==> src/hw/rtl/sample_channel_mixer_top_macros.svh <==
// assertion macros for the sample channel mixer
// expects clk and arst_n in the scope where a macro is used
`ifndef SAMPLE_CHANNEL_MIXER_TOP_MACROS_SVH
`define SAMPLE_CHANNEL_MIXER_TOP_MACROS_SVH

// property that must hold at every edge out of reset
`define SCM_CHECK(lbl, expr, msg) \
	lbl: assert property (@(posedge clk) disable iff (!arst_n) (expr)) else $error(msg);

// condition in one cycle implies a consequence in the next
`define SCM_CHECK_NEXT(lbl, ante, cons, msg) \
	lbl: assert property (@(posedge clk) disable iff (!arst_n) (ante) |=> (cons)) else $error(msg);

`endif

==> src/hw/rtl/scm_pkg.sv <==
// shared constants, types and helpers for the sample channel mixer
// no dependencies
`default_nettype none

package scm_pkg;

	localparam int CHANNELS    = 8;
	localparam int MAX_SAMPLES = 4096;
	localparam int SCALING     = 2;

	localparam int CH_W   = (CHANNELS > 1) ? $clog2(CHANNELS) : 1;
	localparam int IDX_W  = $clog2(MAX_SAMPLES);
	localparam int SUB_W  = (SCALING > 1) ? $clog2(SCALING) : 1;
	localparam int REM_W  = $clog2(MAX_SAMPLES * SCALING + 1);
	localparam int ADDR_W = $clog2(CHANNELS * MAX_SAMPLES);
	localparam int GAIN_W = 9;
	localparam int GP_W   = 2 * GAIN_W;
	localparam int PROD_W = 8 + GP_W + 1;
	localparam int MUS_P_W = 16 + GAIN_W + 1;
	localparam int ACC_W  = 20;

	localparam logic [1:0] OP_WRITE = 2'd0;
	localparam logic [1:0] OP_START = 2'd1;
	localparam logic [1:0] OP_FRAME = 2'd2;

	localparam int CFG_IDX_W = 3;
	localparam logic [CFG_IDX_W-1:0] CFG_SOUND_EN    = 3'd0;
	localparam logic [CFG_IDX_W-1:0] CFG_MUTE        = 3'd1;
	localparam logic [CFG_IDX_W-1:0] CFG_MUSIC_SCALE = 3'd2;
	localparam logic [CFG_IDX_W-1:0] CFG_MUSIC_GAIN  = 3'd3;
	localparam logic [CFG_IDX_W-1:0] CFG_EFFECT_GAIN = 3'd4;

	localparam logic [GAIN_W-1:0] GAIN_UNITY      = 9'd256;
	localparam logic [GAIN_W-1:0] EFFECT_GAIN_MAX = 9'd384;

	localparam logic signed [15:0] SAT_HI = 16'sh7fff;
	localparam logic signed [15:0] SAT_LO = -16'sh8000;

	typedef struct packed {
		logic [1:0]         opcode;
		logic [2:0]         channel;
		logic [11:0]        sample_index;
		logic [7:0]         sample_byte;
		logic [12:0]        length;
		logic [8:0]         channel_volume;
		logic signed [15:0] music_left;
		logic signed [15:0] music_right;
	} item_t;

	typedef struct packed {
		logic signed [15:0] out_left;
		logic signed [15:0] out_right;
	} result_t;

	typedef struct packed {
		logic [REM_W-1:0]  remaining;
		logic [IDX_W-1:0]  idx;
		logic [SUB_W-1:0]  sub;
		logic [GAIN_W-1:0] gain;
	} chan_state_t;

	typedef struct packed {
		logic              mute;
		logic              music_scale_on;
		logic [GAIN_W-1:0] music_gain;
		logic [GAIN_W-1:0] effect_gain;
	} mix_cfg_t;

	function automatic logic signed [15:0] sat16(input logic signed [ACC_W-1:0] v);
		logic signed [15:0] r;
		if (v > ACC_W'(SAT_HI))
			r = SAT_HI;
		else if (v <= ACC_W'(SAT_LO))
			r = SAT_LO;
		else
			r = v[15:0];
		return r;
	endfunction

endpackage

`default_nettype wire

==> src/hw/rtl/scm_chan_mem.sv <==
// per-channel play state memory, one write and one registered read port
// entries read as idle until first written; depends on scm_pkg
`default_nettype none

module scm_chan_mem
	import scm_pkg::*;
(
	input  logic              clk,
	input  logic              arst_n,
	input  logic              wr_en,
	input  logic [CH_W-1:0]   wr_addr,
	input  chan_state_t       wr_data,
	input  logic              rd_en,
	input  logic [CH_W-1:0]   rd_addr,
	output chan_state_t       rd_data
);

	chan_state_t mem_q [CHANNELS];
	chan_state_t rd_q;
	logic [CHANNELS-1:0] valid_q;
	logic rd_valid_q;

	always_ff @(posedge clk) begin
		if (wr_en)
			mem_q[wr_addr] <= wr_data;
		if (rd_en)
			rd_q <= mem_q[rd_addr];
	end

	always_ff @(posedge clk or negedge arst_n) begin
		if (!arst_n) begin
			valid_q    <= '0;
			rd_valid_q <= 1'b0;
		end else begin
			if (wr_en)
				valid_q[wr_addr] <= 1'b1;
			if (rd_en)
				rd_valid_q <= valid_q[rd_addr];
		end
	end

	assign rd_data = rd_valid_q ? rd_q : '0;

endmodule

`default_nettype wire

==> config.mk <==
export PLATFORM = sky130hd
export DESIGN_NAME = scm_chan_mem
export DESIGN_NICKNAME = d
export VERILOG_FILES = /design/src/hw/rtl/sample_channel_mixer_top_macros.svh /design/src/hw/rtl/scm_pkg.sv /design/src/hw/rtl/scm_chan_mem.sv
export SDC_FILE = /design/constraint.sdc
export NUM_CORES = 1
export LEC_CHECK = 0
export BUFFER_PORTS_ARGS = -buffer_cell sky130_fd_sc_hd__buf_4
export CAP_MARGIN = 20
export CORE_ASPECT_RATIO = 1.5
export CORE_MARGIN = 2
export CORE_UTILIZATION = 40
export DETAILED_ROUTE_END_ITERATION = 8
export GPL_TIMING_DRIVEN = 1
export HOLD_SLACK_MARGIN = 0.06
export PLACE_DENSITY = 0.63
export SETUP_SLACK_MARGIN = 0.1
export SYNTH_ARGS = -nofsm -noshare
export SYNTH_HDL_FRONTEND = slang
export SYNTH_SLANG_ARGS = --single-unit
==> constraint.sdc <==
create_clock -name clk -period 2 [get_ports clk]
set_clock_uncertainty 0.1 [all_clocks]
set_input_delay 0.2 -clock clk [delete_from_list [all_inputs] [get_ports clk]]
set_output_delay 0.2 -clock clk [all_outputs]
set_load 0.01 [all_outputs]
After elaboration in Yosys (flattened, before gate mapping):

Memories as Yosys holds them, arrays and structs flattened. A register that Yosys moved wholly into a read port is not among the register bits.
Index checks and enable logic that the tools add are counted.

* register bits after elaboration: 9
* bits in latches: 0
* bits in writable memories: 288
* memory bits (read-only): 0
* input bits: 46
* output and inout port bits: 36
* logic and storage cells: 15
* memories: 1

Memories
* mem_q: depth 8, width 36, read ports 1, clocked after Yosys merged registers in 1, wr ports 1, line scm_chan_mem.sv:18 `chan_state_t mem_q [CHANNELS];`

* $add $sub $neg: 0
* $mul: 0
* div/mod/pow operators: 0
* order comparisons: 3
* equal/unequal tests: 0
* shifts and indexed selects: 0
* muxes and demuxes: 7
* bitwise operators: 1
* reduce and logical (&&, ||, !) cells: 1

Operators by type and width (number)
* $mux W36: 1
* $lt A3 B4 Y1 const B: 2
* $or A8 B8 Y8: 1
* $mux W1: 4
* $bmux W1 S3: 1
* $demux W1 S3: 1
* $ge A3 B1 Y1 const B: 1
* $logic_and A1 B1 Y1: 1

Logic depth before layout (Yosys ltp):

* depth after elaboration: 5
* gate-level depth with buffers: 6
* depth with buffers taken out: 3

Worst setup path before layout:

OpenSTA, ideal clock, no wires.

* path kind: in2reg
* from: input port wr_addr[2]
* to: memory mem_q[0][0] (netlist name) (enable)
* library setup time: 0.476 ns
* data arrival time: 2.883 ns
* required time: 1.424 ns
* slack: -1.459 ns
* stages on the path: 2
* buffers on the path: 0
* cells stage by stage: nand2b_1 > nor3_1

RTL lines
* from (decl): line scm_chan_mem.sv:11 `input logic [CH_W-1:0] wr_addr,`
* to (decl): line scm_chan_mem.sv:18

No word-level cell before the write port.

==> run_results.csv <==
group,metric,value,unit
outcome,outcome,"completed",
final_layout,area_growth,20.0,%
clock_network,clock_latency,550,ps
placed_design,io_buffers,81,
grt,grt_overflow,0,
floorplanning,io_pins,82,
placed_design,place_area,14100,sq um
floorplanning,die_y,223,um
sta,final_hold_viol_count,0,
detailed_routing,dr_total_vias,5593,
clock_network,cts_root_buf,"clkbuf_16",
grt,grt_max_degree,44,
worst_setup_path,path_class,"reg -> out",
sta,maxSlewViolCount,0,
final_layout,finalNetCount,719,
sta,period_share,0.905,
worst_setup_path,cp_cell_sequence,"buf_6, and2_1, buf_4",
power,irDropWorstVdd,0.000540,V
power,p_seq_frac,0.566,
synthesis,synth_area,12800,sq um
clock_network,h-tree-depth,1,
placed_design,place.gp.congestion,0.669,
synthesis,syn_nets,575,
clock_network,cts_buffer_depth,3,
placed_design,dp_hpwl,12900,um
sta,final.min_clock_period,1810,ps
worst_hold_path,min_to,"rd_q[30]",
power,switchingPower,2.92,mW
worst_setup_path,cpPeakStageDelay,370,ps
worst_hold_path,hold-path-cell-count,1,
synthesis,synth-seq-cells,333,
worst_setup_path,ff2ff_setup_slack,510,ps
worst_hold_path,hold_class,"in -> reg",
floorplanning,dieArea,33400,sq um
power,p_clk_frac,0.356,
synthesis,synth_cells,529,
worst_setup_path,slowest_stage,"dfrtp_1",
floorplanning,coreArea,31600,sq um
worst_setup_path,reg2reg_to,"rd_q[0]",
synthesis,synth-seq-area-share,0.780,
clock_network,cts_made_buffers,29,
sta,timing.hold.ws,96.7,ps
power,p_per_area,925,nW/um^2
final_layout,postLayoutCellArea,15300,sq um
floorplanning,die_w,150,um
sta,rsz0062_at_grt,"no",
floorplanning,start_util,0.403,
worst_setup_path,crit_arrival,1510,ps
power,power.internal,11.2,mW
sta,tightestPinTransition,666,ps
grt,grt_pass1_vias,6101,
clock_network,cts_tree,"done",
final_layout,multiInputGateArea,2670,sq um
final_layout,seqCellArea,9950,sq um
power,finalPower,14.2,mW
flow_run,cap_violations,0,
grt,grt_first_pass_wirelength,35900,um
clock_network,clk_pin_slew,70,ps
detailed_routing,remaining_drc_errors,0,
worst_setup_path,end_kind,"output port",
detailed_routing,wl_per_cell,21.7,um
final_layout,fillers,2611,
synthesis,avgSynthCellArea,24.1,sq um
detailed_routing,drt-initial-drc-count,327,
worst_setup_path,crit_buf_inv,2,
final_layout,fin_cells,1106,
sta,setup_tns,0,ps
detailed_routing,drtAntennaViolNets,0,
sta,finalSetupViolCount,0,
worst_setup_path,rr_startpoint,"mem_q[3][0]",
worst_setup_path,ff2ff_path_depth,2,
synthesis,ys_types,19,
worst_setup_path,crit_required,1700,ps
power,p_sw_frac,0.206,
placed_design,placed_cells,1014,
grt,grt_usage,0.145,
grt,antenna_found_initial,1,
detailed_routing,wl,24000,um
worst_hold_path,worstHoldStart,"rd_en",
sta,fmax,552,MHz
floorplanning,row_count,80,
clock_network,numClockSinks,333,
worst_setup_path,cp_max_fo,20,
detailed_routing,drtPass1Iterations,4,
detailed_routing,via_per_inst,5.06,
worst_setup_path,crit_cells,3,
clock_network,post-cts-setup-buffers,0,
synthesis,yosys_warnings,0,
sta,slew_headroom,0.556,
power,p_comb_frac,0.078,
worst_setup_path,worst_setup_path_start_kind,"register",
power,power_leakage,5.11,nW
worst_setup_path,cp_top_family,"flip-flops",
final_layout,drive_above_1_share,0.365,
[power by group through the flow]
stage	clock network [mW]	logic (mW)	registers [mW]
after floorplan	0	0.606	8.14
after global placement	0	1.05	8.14
after detailed placement	0	1.07	8.16
after CTS	5.17	1.14	8.01
after global routing	5.42	1.20	8.03
final	5.03	1.11	8.01
[metal layers]
metal / part of all wire / GRT usage
met1: 0.41 / 0.179
met2: 0.53 / 0.263
met3: 0.042 / 0.0232
met4: 0.015 / 0.0383
met5: 0 / 0
[how the worst max path moves through the flow]
stage                          start          end  slack (ps)
after floorplan           wr_addr[2]  mem_q[1][0]        -480
after global placement    rd_addr[0]     rd_q[22]         160
after detailed placement  rd_addr[0]     rd_q[22]         150
after CTS                 rd_valid_q   rd_data[7]         110
after global routing      rd_valid_q   rd_data[7]         130
final                     rd_valid_q   rd_data[7]         190
[cell usage after synthesis]
cell type  instances  area share
and2_1            36       0.018
buf_12             5      0.0078
buf_2              4      0.0016
buf_6              1     0.00088
mux2_4            36       0.042
nor2_1             6      0.0018
mux4_2            64        0.11
nor3_1             2     0.00078
clkbuf_4           3      0.0018
or2_2              8      0.0039
mux4_1             9       0.019
mux2i_1            5      0.0039
inv_1              1     0.00029
dfrtp_1            9       0.018
nand2b_1           3      0.0015
edfxtp_1         324        0.76
nand2_1            2     0.00059
buf_1              6      0.0018
clkbuf_1           5      0.0015
[metrics by stage]
stage	util	setup WS [ps]
finish	0.484	189
CTS	0.484	110
floorplan	-	-482
global route	0.484	133
detailed placement	0.445	155
global placement	0.445	162
[logic make-up (layout without fill, tap and decap cells)]
family        count (synthesis)  in the layout  synth area share
flops                       333            333             0.780
mux                         114            114             0.178
simple gates                 57             57            0.0262
buf+inv                      25            191            0.0156
other cells                   0              1                 0
[cells in the final DEF, fill, tap and decap left out, drive strengths merged, types with 3 or more instances in the layout]
master and count:
mux4 73, nor2 6, buf 99, or2 8, dlygate4sd3 38, clkinvlp 3, dfrtp 9, clkinv 12
mux2i 5, mux2 36, and2 36, nand2b 3, clkbuf 37, edfxtp 324
[flip-flops by register name (all words and copies together) (netlist names)]
register    cells
rd_q           36
valid_q         8
mem_q         288
rd_valid_q      1
[worst register-to-register path, delay by kind of cell (launching register included)]
kind	cells	cell delay [ps]
flip-flops	1	360
multiplexers	2	780
[cell type report]
| type | count | area share |
|---|---|---|
| Sequential cell | 333 | 0.650 |
| Multi-Input combinational cell | 171 | 0.174 |
| Timing Repair Buffer | 137 | 0.0859 |
| Clock buffer | 37 | 0.0494 |
| Tap cell | 410 | 0.0335 |
| Clock inverter | 16 | 0.00597 |
| Inverter | 1 | 0.000245 |
| Antenna cell | 1 | 0.000163 |
[what timing repair did]
| action | 4_1_cts | 5_1_grt |
|---|---|---|
| hold buffers | 38 | 0 |
| endpoints found under the hold margin | 297 | 0 |
| gates resized for setup | 0 | 1 |
| setup endpoints to repair | 0 | 3 |
No activity file was read; power rests on OpenSTA's default activity.
