[src/hw/rtl/sample_channel_mixer_top_macros.svh]
// assertion macros for the sample channel mixer
// expects clk and arst_n in the scope where a macro is used
`ifndef SAMPLE_CHANNEL_MIXER_TOP_MACROS_SVH
`define SAMPLE_CHANNEL_MIXER_TOP_MACROS_SVH

// property that must hold at every edge out of reset
`define SCM_CHECK(lbl, expr, msg) \
	lbl: assert property (@(posedge clk) disable iff (!arst_n) (expr)) else $error(msg);

// condition in one cycle implies a consequence in the next
`define SCM_CHECK_NEXT(lbl, ante, cons, msg) \
	lbl: assert property (@(posedge clk) disable iff (!arst_n) (ante) |=> (cons)) else $error(msg);

`endif

[src/hw/rtl/scm_pkg.sv]
// shared constants, types and helpers for the sample channel mixer
// no dependencies
`default_nettype none

package scm_pkg;

	localparam int CHANNELS    = 8;
	localparam int MAX_SAMPLES = 4096;
	localparam int SCALING     = 2;

	localparam int CH_W   = (CHANNELS > 1) ? $clog2(CHANNELS) : 1;
	localparam int IDX_W  = $clog2(MAX_SAMPLES);
	localparam int SUB_W  = (SCALING > 1) ? $clog2(SCALING) : 1;
	localparam int REM_W  = $clog2(MAX_SAMPLES * SCALING + 1);
	localparam int ADDR_W = $clog2(CHANNELS * MAX_SAMPLES);
	localparam int GAIN_W = 9;
	localparam int GP_W   = 2 * GAIN_W;
	localparam int PROD_W = 8 + GP_W + 1;
	localparam int MUS_P_W = 16 + GAIN_W + 1;
	localparam int ACC_W  = 20;

	localparam logic [1:0] OP_WRITE = 2'd0;
	localparam logic [1:0] OP_START = 2'd1;
	localparam logic [1:0] OP_FRAME = 2'd2;

	localparam int CFG_IDX_W = 3;
	localparam logic [CFG_IDX_W-1:0] CFG_SOUND_EN    = 3'd0;
	localparam logic [CFG_IDX_W-1:0] CFG_MUTE        = 3'd1;
	localparam logic [CFG_IDX_W-1:0] CFG_MUSIC_SCALE = 3'd2;
	localparam logic [CFG_IDX_W-1:0] CFG_MUSIC_GAIN  = 3'd3;
	localparam logic [CFG_IDX_W-1:0] CFG_EFFECT_GAIN = 3'd4;

	localparam logic [GAIN_W-1:0] GAIN_UNITY      = 9'd256;
	localparam logic [GAIN_W-1:0] EFFECT_GAIN_MAX = 9'd384;

	localparam logic signed [15:0] SAT_HI = 16'sh7fff;
	localparam logic signed [15:0] SAT_LO = -16'sh8000;

	typedef struct packed {
		logic [1:0]         opcode;
		logic [2:0]         channel;
		logic [11:0]        sample_index;
		logic [7:0]         sample_byte;
		logic [12:0]        length;
		logic [8:0]         channel_volume;
		logic signed [15:0] music_left;
		logic signed [15:0] music_right;
	} item_t;

	typedef struct packed {
		logic signed [15:0] out_left;
		logic signed [15:0] out_right;
	} result_t;

	typedef struct packed {
		logic [REM_W-1:0]  remaining;
		logic [IDX_W-1:0]  idx;
		logic [SUB_W-1:0]  sub;
		logic [GAIN_W-1:0] gain;
	} chan_state_t;

	typedef struct packed {
		logic              mute;
		logic              music_scale_on;
		logic [GAIN_W-1:0] music_gain;
		logic [GAIN_W-1:0] effect_gain;
	} mix_cfg_t;

	function automatic logic signed [15:0] sat16(input logic signed [ACC_W-1:0] v);
		logic signed [15:0] r;
		if (v > ACC_W'(SAT_HI))
			r = SAT_HI;
		else if (v <= ACC_W'(SAT_LO))
			r = SAT_LO;
		else
			r = v[15:0];
		return r;
	endfunction

endpackage

`default_nettype wire

[src/hw/rtl/scm_mixer.sv]
// frame engine: music scaling, then one channel per cycle through a
// read-modify-write pipeline on the channel and sample memories; depends on scm_pkg
`default_nettype none

module scm_mixer
	import scm_pkg::*;
(
	input  logic               clk,
	input  logic               arst_n,
	input  logic               start,
	input  logic signed [15:0] music_left,
	input  logic signed [15:0] music_right,
	input  mix_cfg_t           cfg,
	output logic               done,
	output logic signed [15:0] left,
	output logic signed [15:0] right,
	output logic               crd_en,
	output logic [CH_W-1:0]    crd_addr,
	input  chan_state_t        crd_data,
	output logic               cwr_en,
	output logic [CH_W-1:0]    cwr_addr,
	output chan_state_t        cwr_data,
	output logic               srd_en,
	output logic [ADDR_W-1:0]  srd_addr,
	input  logic [7:0]         srd_data
);

	logic issue_q, mus_pend_q, done_q, played_q;
	logic [CH_W-1:0] rd_ch_q;
	logic signed [MUS_P_W-1:0] pl_q, pr_q;
	logic signed [15:0] left_q, right_q;

	logic v_s1, last_s1;
	logic [CH_W-1:0] ch_s1;
	logic v_s2, act_s2, last_s2;
	logic [GP_W-1:0] gp_s2;
	logic v_s3, act_s3, last_s3;
	logic signed [PROD_W-1:0] prod_s3;

	logic [GAIN_W-1:0] g_mus, fx;
	logic act1;
	chan_state_t nxt;
	logic signed [MUS_P_W-1:0] pl_adj, pr_adj;
	logic signed [PROD_W-1:0] prod_adj;
	logic signed [ACC_W-1:0] acc_sum;

	// scaling off is the same as unity gain
	assign g_mus = !cfg.music_scale_on ? GAIN_UNITY : (cfg.mute ? '0 : cfg.music_gain);
	assign fx    = cfg.mute ? '0 : cfg.effect_gain;

	assign crd_en   = issue_q;
	assign crd_addr = rd_ch_q;

	// s1: advance the channel and fetch its current sample
	always_comb begin
		act1 = v_s1 && (crd_data.remaining != '0);
		nxt  = crd_data;
		nxt.remaining = crd_data.remaining - REM_W'(1);
		if (crd_data.sub == SUB_W'(SCALING - 1)) begin
			nxt.sub = '0;
			nxt.idx = crd_data.idx + IDX_W'(1);
		end else begin
			nxt.sub = crd_data.sub + SUB_W'(1);
		end
		if (nxt.remaining == '0) begin
			nxt.idx = '0;
			nxt.sub = '0;
		end
	end

	assign cwr_en   = act1;
	assign cwr_addr = ch_s1;
	assign cwr_data = nxt;
	assign srd_en   = act1;
	assign srd_addr = ADDR_W'(32'(ch_s1) * MAX_SAMPLES + 32'(crd_data.idx));

	// truncate toward zero on the divide by 256
	assign pl_adj   = pl_q + (pl_q[MUS_P_W-1] ? MUS_P_W'(255) : '0);
	assign pr_adj   = pr_q + (pr_q[MUS_P_W-1] ? MUS_P_W'(255) : '0);
	assign prod_adj = prod_s3 + (prod_s3[PROD_W-1] ? PROD_W'(255) : '0);
	assign acc_sum  = ACC_W'(left_q) + ACC_W'($signed(prod_adj[PROD_W-1:8]));

	always_ff @(posedge clk or negedge arst_n) begin
		if (!arst_n) begin
			issue_q    <= 1'b0;
			mus_pend_q <= 1'b0;
			done_q     <= 1'b0;
			rd_ch_q    <= '0;
			v_s1       <= 1'b0;
			v_s2       <= 1'b0;
			v_s3       <= 1'b0;
			act_s2     <= 1'b0;
			act_s3     <= 1'b0;
			played_q   <= 1'b0;
		end else begin
			mus_pend_q <= start;
			done_q     <= v_s3 && last_s3;
			if (start) begin
				issue_q  <= 1'b1;
				rd_ch_q  <= '0;
				played_q <= 1'b0;
			end else if (issue_q) begin
				rd_ch_q <= rd_ch_q + CH_W'(1);
				if (rd_ch_q == CH_W'(CHANNELS - 1))
					issue_q <= 1'b0;
			end
			v_s1   <= issue_q;
			v_s2   <= v_s1;
			act_s2 <= act1;
			v_s3   <= v_s2;
			act_s3 <= act_s2;
			if (act_s3)
				played_q <= 1'b1;
		end
	end

	always_ff @(posedge clk) begin
		if (start) begin
			pl_q <= MUS_P_W'(music_left) * MUS_P_W'($signed({1'b0, g_mus}));
			pr_q <= MUS_P_W'(music_right) * MUS_P_W'($signed({1'b0, g_mus}));
		end
		ch_s1   <= rd_ch_q;
		last_s1 <= rd_ch_q == CH_W'(CHANNELS - 1);
		gp_s2   <= GP_W'(fx) * GP_W'(crd_data.gain);
		last_s2 <= last_s1;
		prod_s3 <= PROD_W'($signed(srd_data)) * PROD_W'($signed({1'b0, gp_s2}));
		last_s3 <= last_s2;
		if (mus_pend_q) begin
			left_q  <= sat16(ACC_W'($signed(pl_adj[MUS_P_W-1:8])));
			right_q <= sat16(ACC_W'($signed(pr_adj[MUS_P_W-1:8])));
		end else if (act_s3) begin
			left_q <= sat16(acc_sum);
		end
	end

	assign done  = done_q;
	assign left  = left_q;
	assign right = played_q ? left_q : right_q;

endmodule

`default_nettype wire

[config.mk]
export PLATFORM = sky130hd
export DESIGN_NAME = scm_mixer
export DESIGN_NICKNAME = d
export VERILOG_FILES = /design/src/hw/rtl/sample_channel_mixer_top_macros.svh /design/src/hw/rtl/scm_pkg.sv /design/src/hw/rtl/scm_mixer.sv
export SDC_FILE = /design/constraint.sdc
export NUM_CORES = 2
export LEC_CHECK = 0
export BUFFER_PORTS_ARGS = -buffer_cell sky130_fd_sc_hd__buf_4
export CAP_MARGIN = 20
export CORE_ASPECT_RATIO = 1.75
export CORE_MARGIN = 4
export CORE_UTILIZATION = 60
export DETAILED_ROUTE_END_ITERATION = 10
export PLACE_DENSITY = 0.8
export SLEW_MARGIN = 20
export SYNTH_ARGS = -nofsm -noshare
export SYNTH_HDL_FRONTEND = slang
export SYNTH_SLANG_ARGS = --single-unit
[constraint.sdc]
create_clock -name clk -period 7.4 [get_ports clk]
set_input_delay 1.11 -clock clk [delete_from_list [all_inputs] [get_ports clk]]
set_output_delay 1.11 -clock clk [all_outputs]
set_load 0.01 [all_outputs]
# Yosys cells after proc, flatten, opt, wreduce, memory -nomap -nowiden
# Cells that the tools add are included.
[classes] addsub=9 multipliers=4 magnitude_cmp=6 n_eq_ne=1 mux=24 reduce_logical=7
[op_table] operator="$mux 16" count=8
[op_table] operator="$add 26x8->26" count=2
[op_table] operator="$mul 16x10->26" count=2
[op_table] operator="$gt 18x16->1 const B" count=2
[op_table] operator="$le 18x16->1 const B" count=2
[op_table] operator="$add 27x8->27" count=1
[op_table] operator="$mul 8x19->27" count=1
[op_table] operator="$mux 9" count=3
[op_table] operator="$mux 8" count=3
[op_table] operator="$add 16x19->20" count=1
[op_table] operator="$gt 20x16->1 const B" count=1
[op_table] operator="$le 20x16->1 const B" count=1
[op_table] operator="$mul 9x9->18" count=1
[op_table] operator="$add 15x12->15" count=1
[op_table] operator="$logic_not 14->1" count=1
[op_table] operator="$reduce_bool 14->1" count=1
[op_table] operator="$sub 14x1->14 const B" count=1
[op_table] operator="$mux 13" count=1
[op_table] operator="$add 12x1->12 const B" count=1
[op_table] operator="$mux 12" count=1
[op_table] operator="$mux 1" count=6
[op_table] operator="$mux 3" count=2
[op_table] operator="$reduce_bool 2->1" count=3
[op_table] operator="$add 3x1->3 const B" count=1
[op_table] operator="other kinds (3)" count=4
[word_totals] register_bits=147 input_bits=99 out_inout_bits=93 word_cells=71

# Depth between registers and ports, before layout
[logic_depth] depth_word=8 depth_mapped=26 ltp_nobuf=24

# Worst setup path after synthesis
# Ideal clock, no wire load.
[synth_timing] path_type="input port to flip-flop" from="in cfg[18] in the netlist's numbering" to="reg pr_q[25] (data pin)" setup_ps=260 arrival_time_ps=6839 t_required_ps=7140 setup_slack_ps=301 stages=25 n_path_buf=3 cell_sequence="nor2b_1 > clkbuf_1 > and2_1 > clkbuf_1 > clkbuf_1 > nand2_1 > fa_1 > inv_1 > fa_1 > fa_1 > fa_1 > inv_1 > fa_1 > inv_1 > ha_1 > a21o_1 > a21oi_1 > o21ai_0 > a221oi_1 > o31ai_1 > a31oi_1 > o211ai_1 > a21o_1 > a21oi_1 > xnor2_1"
[synth_via] elab_chain_len=2
[synth_rtl] item="from (decl)" line="scm_mixer.sv:13" text="input mix_cfg_t cfg,"
[synth_rtl] item="$mux 9" line="scm_mixer.sv:48" text="assign g_mus = !cfg.music_scale_on ? GAIN_UNITY : (cfg.mute ? '0 : cfg.music_gain);"
[synth_rtl] item="$mul 16x10->26" line="scm_mixer.sv:120" text="pr_q <= MUS_P_W'(music_right) * MUS_P_W'($signed({1'b0, g_mus}));"
[synth_rtl] item="to (signal assigned)" line="scm_mixer.sv:120"
[synth_rtl] item="to (decl)" line="scm_mixer.sv:30" text="logic signed [MUS_P_W-1:0] pl_q, pr_q;"
# No other way between the ends.
# A chain may end at the register's enable or synchronous reset.

# Worst setup path in the final report
[layout_timing] from="in cfg[19] in the netlist's numbering" to="reg pr_q[25] (data pin)"
[layout_via] elab_chain_len=3
[layout_rtl] item="$mux 9 (2 in a row)" line="scm_mixer.sv:48"
[layout_rtl] item="$mul 16x10->26" line="scm_mixer.sv:120"
# No other way between the ends.

==> reports/metrics.yaml <==
run_status: "complete, no violations"
area_growth_syn_to_layout_pct: 8.93
synth_flop_cell: "edfxtp_1"
initialDrtViolationCount: 1051
cpPeakStageDelay_ns: 0.52
power_density_mw_per_mm2: 378
synth_fp_nets: 3535
initial_utilization_pct: 60.6
slew_headroom_pct: 34.7
fmax_mhz: 146
vias: 20100
via_per_inst: 5.81
slowest_stage: "fa_1"
layout-drive-gt1-share_pct: 9.88
clk_latency_ns: 0.44
hpwl_mm: 53.0
io_buffers: 191
core_area_sq_mm: 0.0424
hold_viol_final: 0
skew_ns: 0.0146
worstPathRequired_ns: 7.60
ys_seq_elements: 147
fin_crit_sh_pct: 92.9
routed_wl_mm: 63.9
syn_area_sq_mm: 0.0257
grt_pass1_vias: 22400
vdd_ir_drop_max_mv: 0.638
rsz0062_at_grt: "false"
crit_arrival_ns: 7.07
clockBufferDepth: 2
die_h_um: 282
leakagePower_nw: 14.5
syn_inst: 2784
fin_nets: 3643
reg2reg_depth: 21
hold_path.class: "reg -> reg"
crit_cells: 23
cp_common_cell: "fa_1"
async_flop_share_pct: 8.16
fill_cells: 3408
grt_pass1_wl_mm: 106
critical_path_class: "in -> reg"
fin_crit_ns: 6.87
synthDistinctLibCells: 78
cts_buffers: 17
worst_slew_pin_slew_ns: 0.971
cts_tree: "done"
die_x_um: 164
dr.pass1.iters: 5
synth_top_area_share_pct: 30.5
slew_viol_final: 0
clkSinkCount: 147
path_buf_inv: 4
critPathLaunchType: "primary input"
synth_most_common_cell: "inv_1"
worstPathMaxFanout: 12
wl_per_cell_um: 18.4
cts_root_buf: "clkbuf_16"
htreeDepth: 4
core.rowCount: 100
grt-ovfl-total: 0
grt_max_degree: 120
synth_seq_area_share_pct: 15.0
grt.total_usage_pct: 28.3
setup_viol: 0
yosys.area.top_type: "fa_1"
gp_congestion: 0.910
critPathTopFamily: "adder cells"
cap_violations: 0
die-area_sq_mm: 0.0463
synthTopCellsByCount: "inv_1 (505), fa_1 (392), ha_1 (260)"
num_antenna_cells: 0
crit_path_end_kind: "flop"
worstPathCellList: "buf_4 > nor2b_4 > and2_1 > nand2_1 > fa_1 > inv_1 > fa_1 > fa_1 > fa_1 > inv_1 > fa_1 > inv_1 > ha_1 > a21o_1 > a21oi_1 > o21ai_0 > a221oi_1 > o31ai_1 > a31oi_1 > o211ai_1 > a21o_1 > a21oi_1 > xnor2_1"
syn_avg_cell_area_sq_um: 9.23
hold_path_depth: 0
remaining_drc_errors: 0
synth_edf_count: 84
holdWs_ns: 0.329
ys_top_cells_by_area: "fa_1 (31%), ha_1 (13%), edfxtp_1 (9.8%)"
ios: 192
postRouteAntennaNets: 0
cts_hold_buf: 0
clkTransAtPathRegs_ns: 0.07
finalSetupTns_ns: 0
antenna_found_initial: 0
yosysWarnings: 0
[registers in the layout, indices dropped and copies added (netlist names), 3 cells and up]
register / flops
crd_addr: 3
pr_q: 26
right_q: 16
pl_q: 26
left: 16
prod_s3: 27
cwr_addr: 3
gp_s2: 18
[per-stage QoR]
step / total power (W) / instance area [sq um] / util [%] / setup slack (ns) / cells
floorplan: 0.00758 / 25700 / - / 0.301 / 2784
global placement: 0.00942 / 27400 / 64.7 / 0.254 / 3434
detailed placement: 0.00969 / 27400 / 64.7 / -0.00103 / 3434
CTS: 0.0106 / 28000 / 66.0 / 0.478 / 3466
global route: 0.0116 / 28000 / 66.0 / 0.0821 / 3466
finish: 0.0106 / 28000 / 66.0 / 0.527 / 3466
[kinds of logic (layout without fill, tap and decap cells)]
kind of cell / after synthesis / count (layout) / synth area share, %
compound gates: 298 / 298 / 7.88
xor+xnor: 170 / 170 / 5.79
fa+ha+maj: 652 / 652 / 43.2
buf+inv: 618 / 739 / 9.47
flops: 147 / 147 / 15.0
mux: 21 / 21 / 0.896
simple gates: 878 / 878 / 17.8
[final timing paths]
check / startpoint / to / slack (ns)
max: cfg[19] / pr_q[25] / 0.53
min: last_s2 / last_s3 / 0.33
max reg2reg: prod_s3[26] / left[2] / 1.12
min reg2reg: last_s2 / last_s3 / 0.33
max in group asynchronous: arst_n / crd_en / 6.74
min in group asynchronous: arst_n / crd_addr[1] / 0.50
[cells in the final DEF, fill, tap and decap left out, types with 5 or more instances in the layout]
cell type  instances
inv_1            505
fa_1             392
ha_1             260
nand2_1          258
buf_4            198
and3_1           182
and2_1           158
xnor2_1          108
nor2_1            92
a21oi_1           87
edfxtp_1          84
xor2_1            62
dfxtp_1           51
o21ai_0           44
a21o_1            37
nor3_1            35
nand3_1           33
nand2b_1          31
nor2b_1           22
nand4_1           21
clkbuf_16         17
mux2_2            16
a31oi_1           12
o21bai_1          12
dfrtp_1           12
o211ai_1          10
a211oi_1          10
nor4_1            10
o21a_1             9
or2_2              9
o31ai_1            7
a211o_1            7
or4_1              7
a21oi_2            7
or3_1              6
o21ai_1            5
a31o_2             5
a21boi_0           5
mux2i_1            5
a2bb2oi_2          5
[power breakdown]
part	switching (W)	internal [W]
combinational	0.00456	0.00351
clock	0.000379	0.000439
sequential	0.000366	0.00133
total	0.00530	0.00528
[worst reg2reg max path, cell delays in order (launching register included)]
cell	delay, ns
dfxtp_1	0.60
ha_1	0.33
a31o_2	0.20
a21o_1	0.17
a21o_1	0.17
a21o_1	0.17
a21o_1	0.17
a21o_1	0.17
a21oi_1	0.48
xnor2_1	0.20
ha_1	0.28
fa_1	0.45
a211oi_1	0.26
o21bai_1	0.15
o2111ai_1	0.29
o21ai_1	0.16
o21ai_0	0.26
a21boi_0	0.15
xor2_1	0.17
or4_4	0.54
a21oi_4	0.48
a2bb2oi_1	0.17
[area by class of cell]
cell class                 instances  area, sq um  area share, %
tap                              561          702           2.51
timing repair buffer             202         1570           5.60
inverter                         505         1900           6.77
sequential                       147         3840           13.7
clock inverter                    14          120          0.429
multi-input combinational       2019        19400           69.4
clock buffer                      18          429           1.53
[metal layers]
layer | share of wire (%) | global-route usage [%] | routed length [um] | vias to the layer above
met4 | 6.1 | 16.7 | 3890 | 0
met1 | 33 | 28.3 | 21100 | 10000
met5 | 0 | 0 | 0 | -
met3 | 4.0 | 3.45 | 2540 | 264
li1 | - | - | - | 9125
met2 | 57 | 54.8 | 36300 | 690
[timing repair]
action                     CTS  global route
hold endpoints to repair     0             0
gates resized for setup      0             1
setup buffers                0             0
setup endpoints to repair    0             1
(Power assumes the default switching activity.)
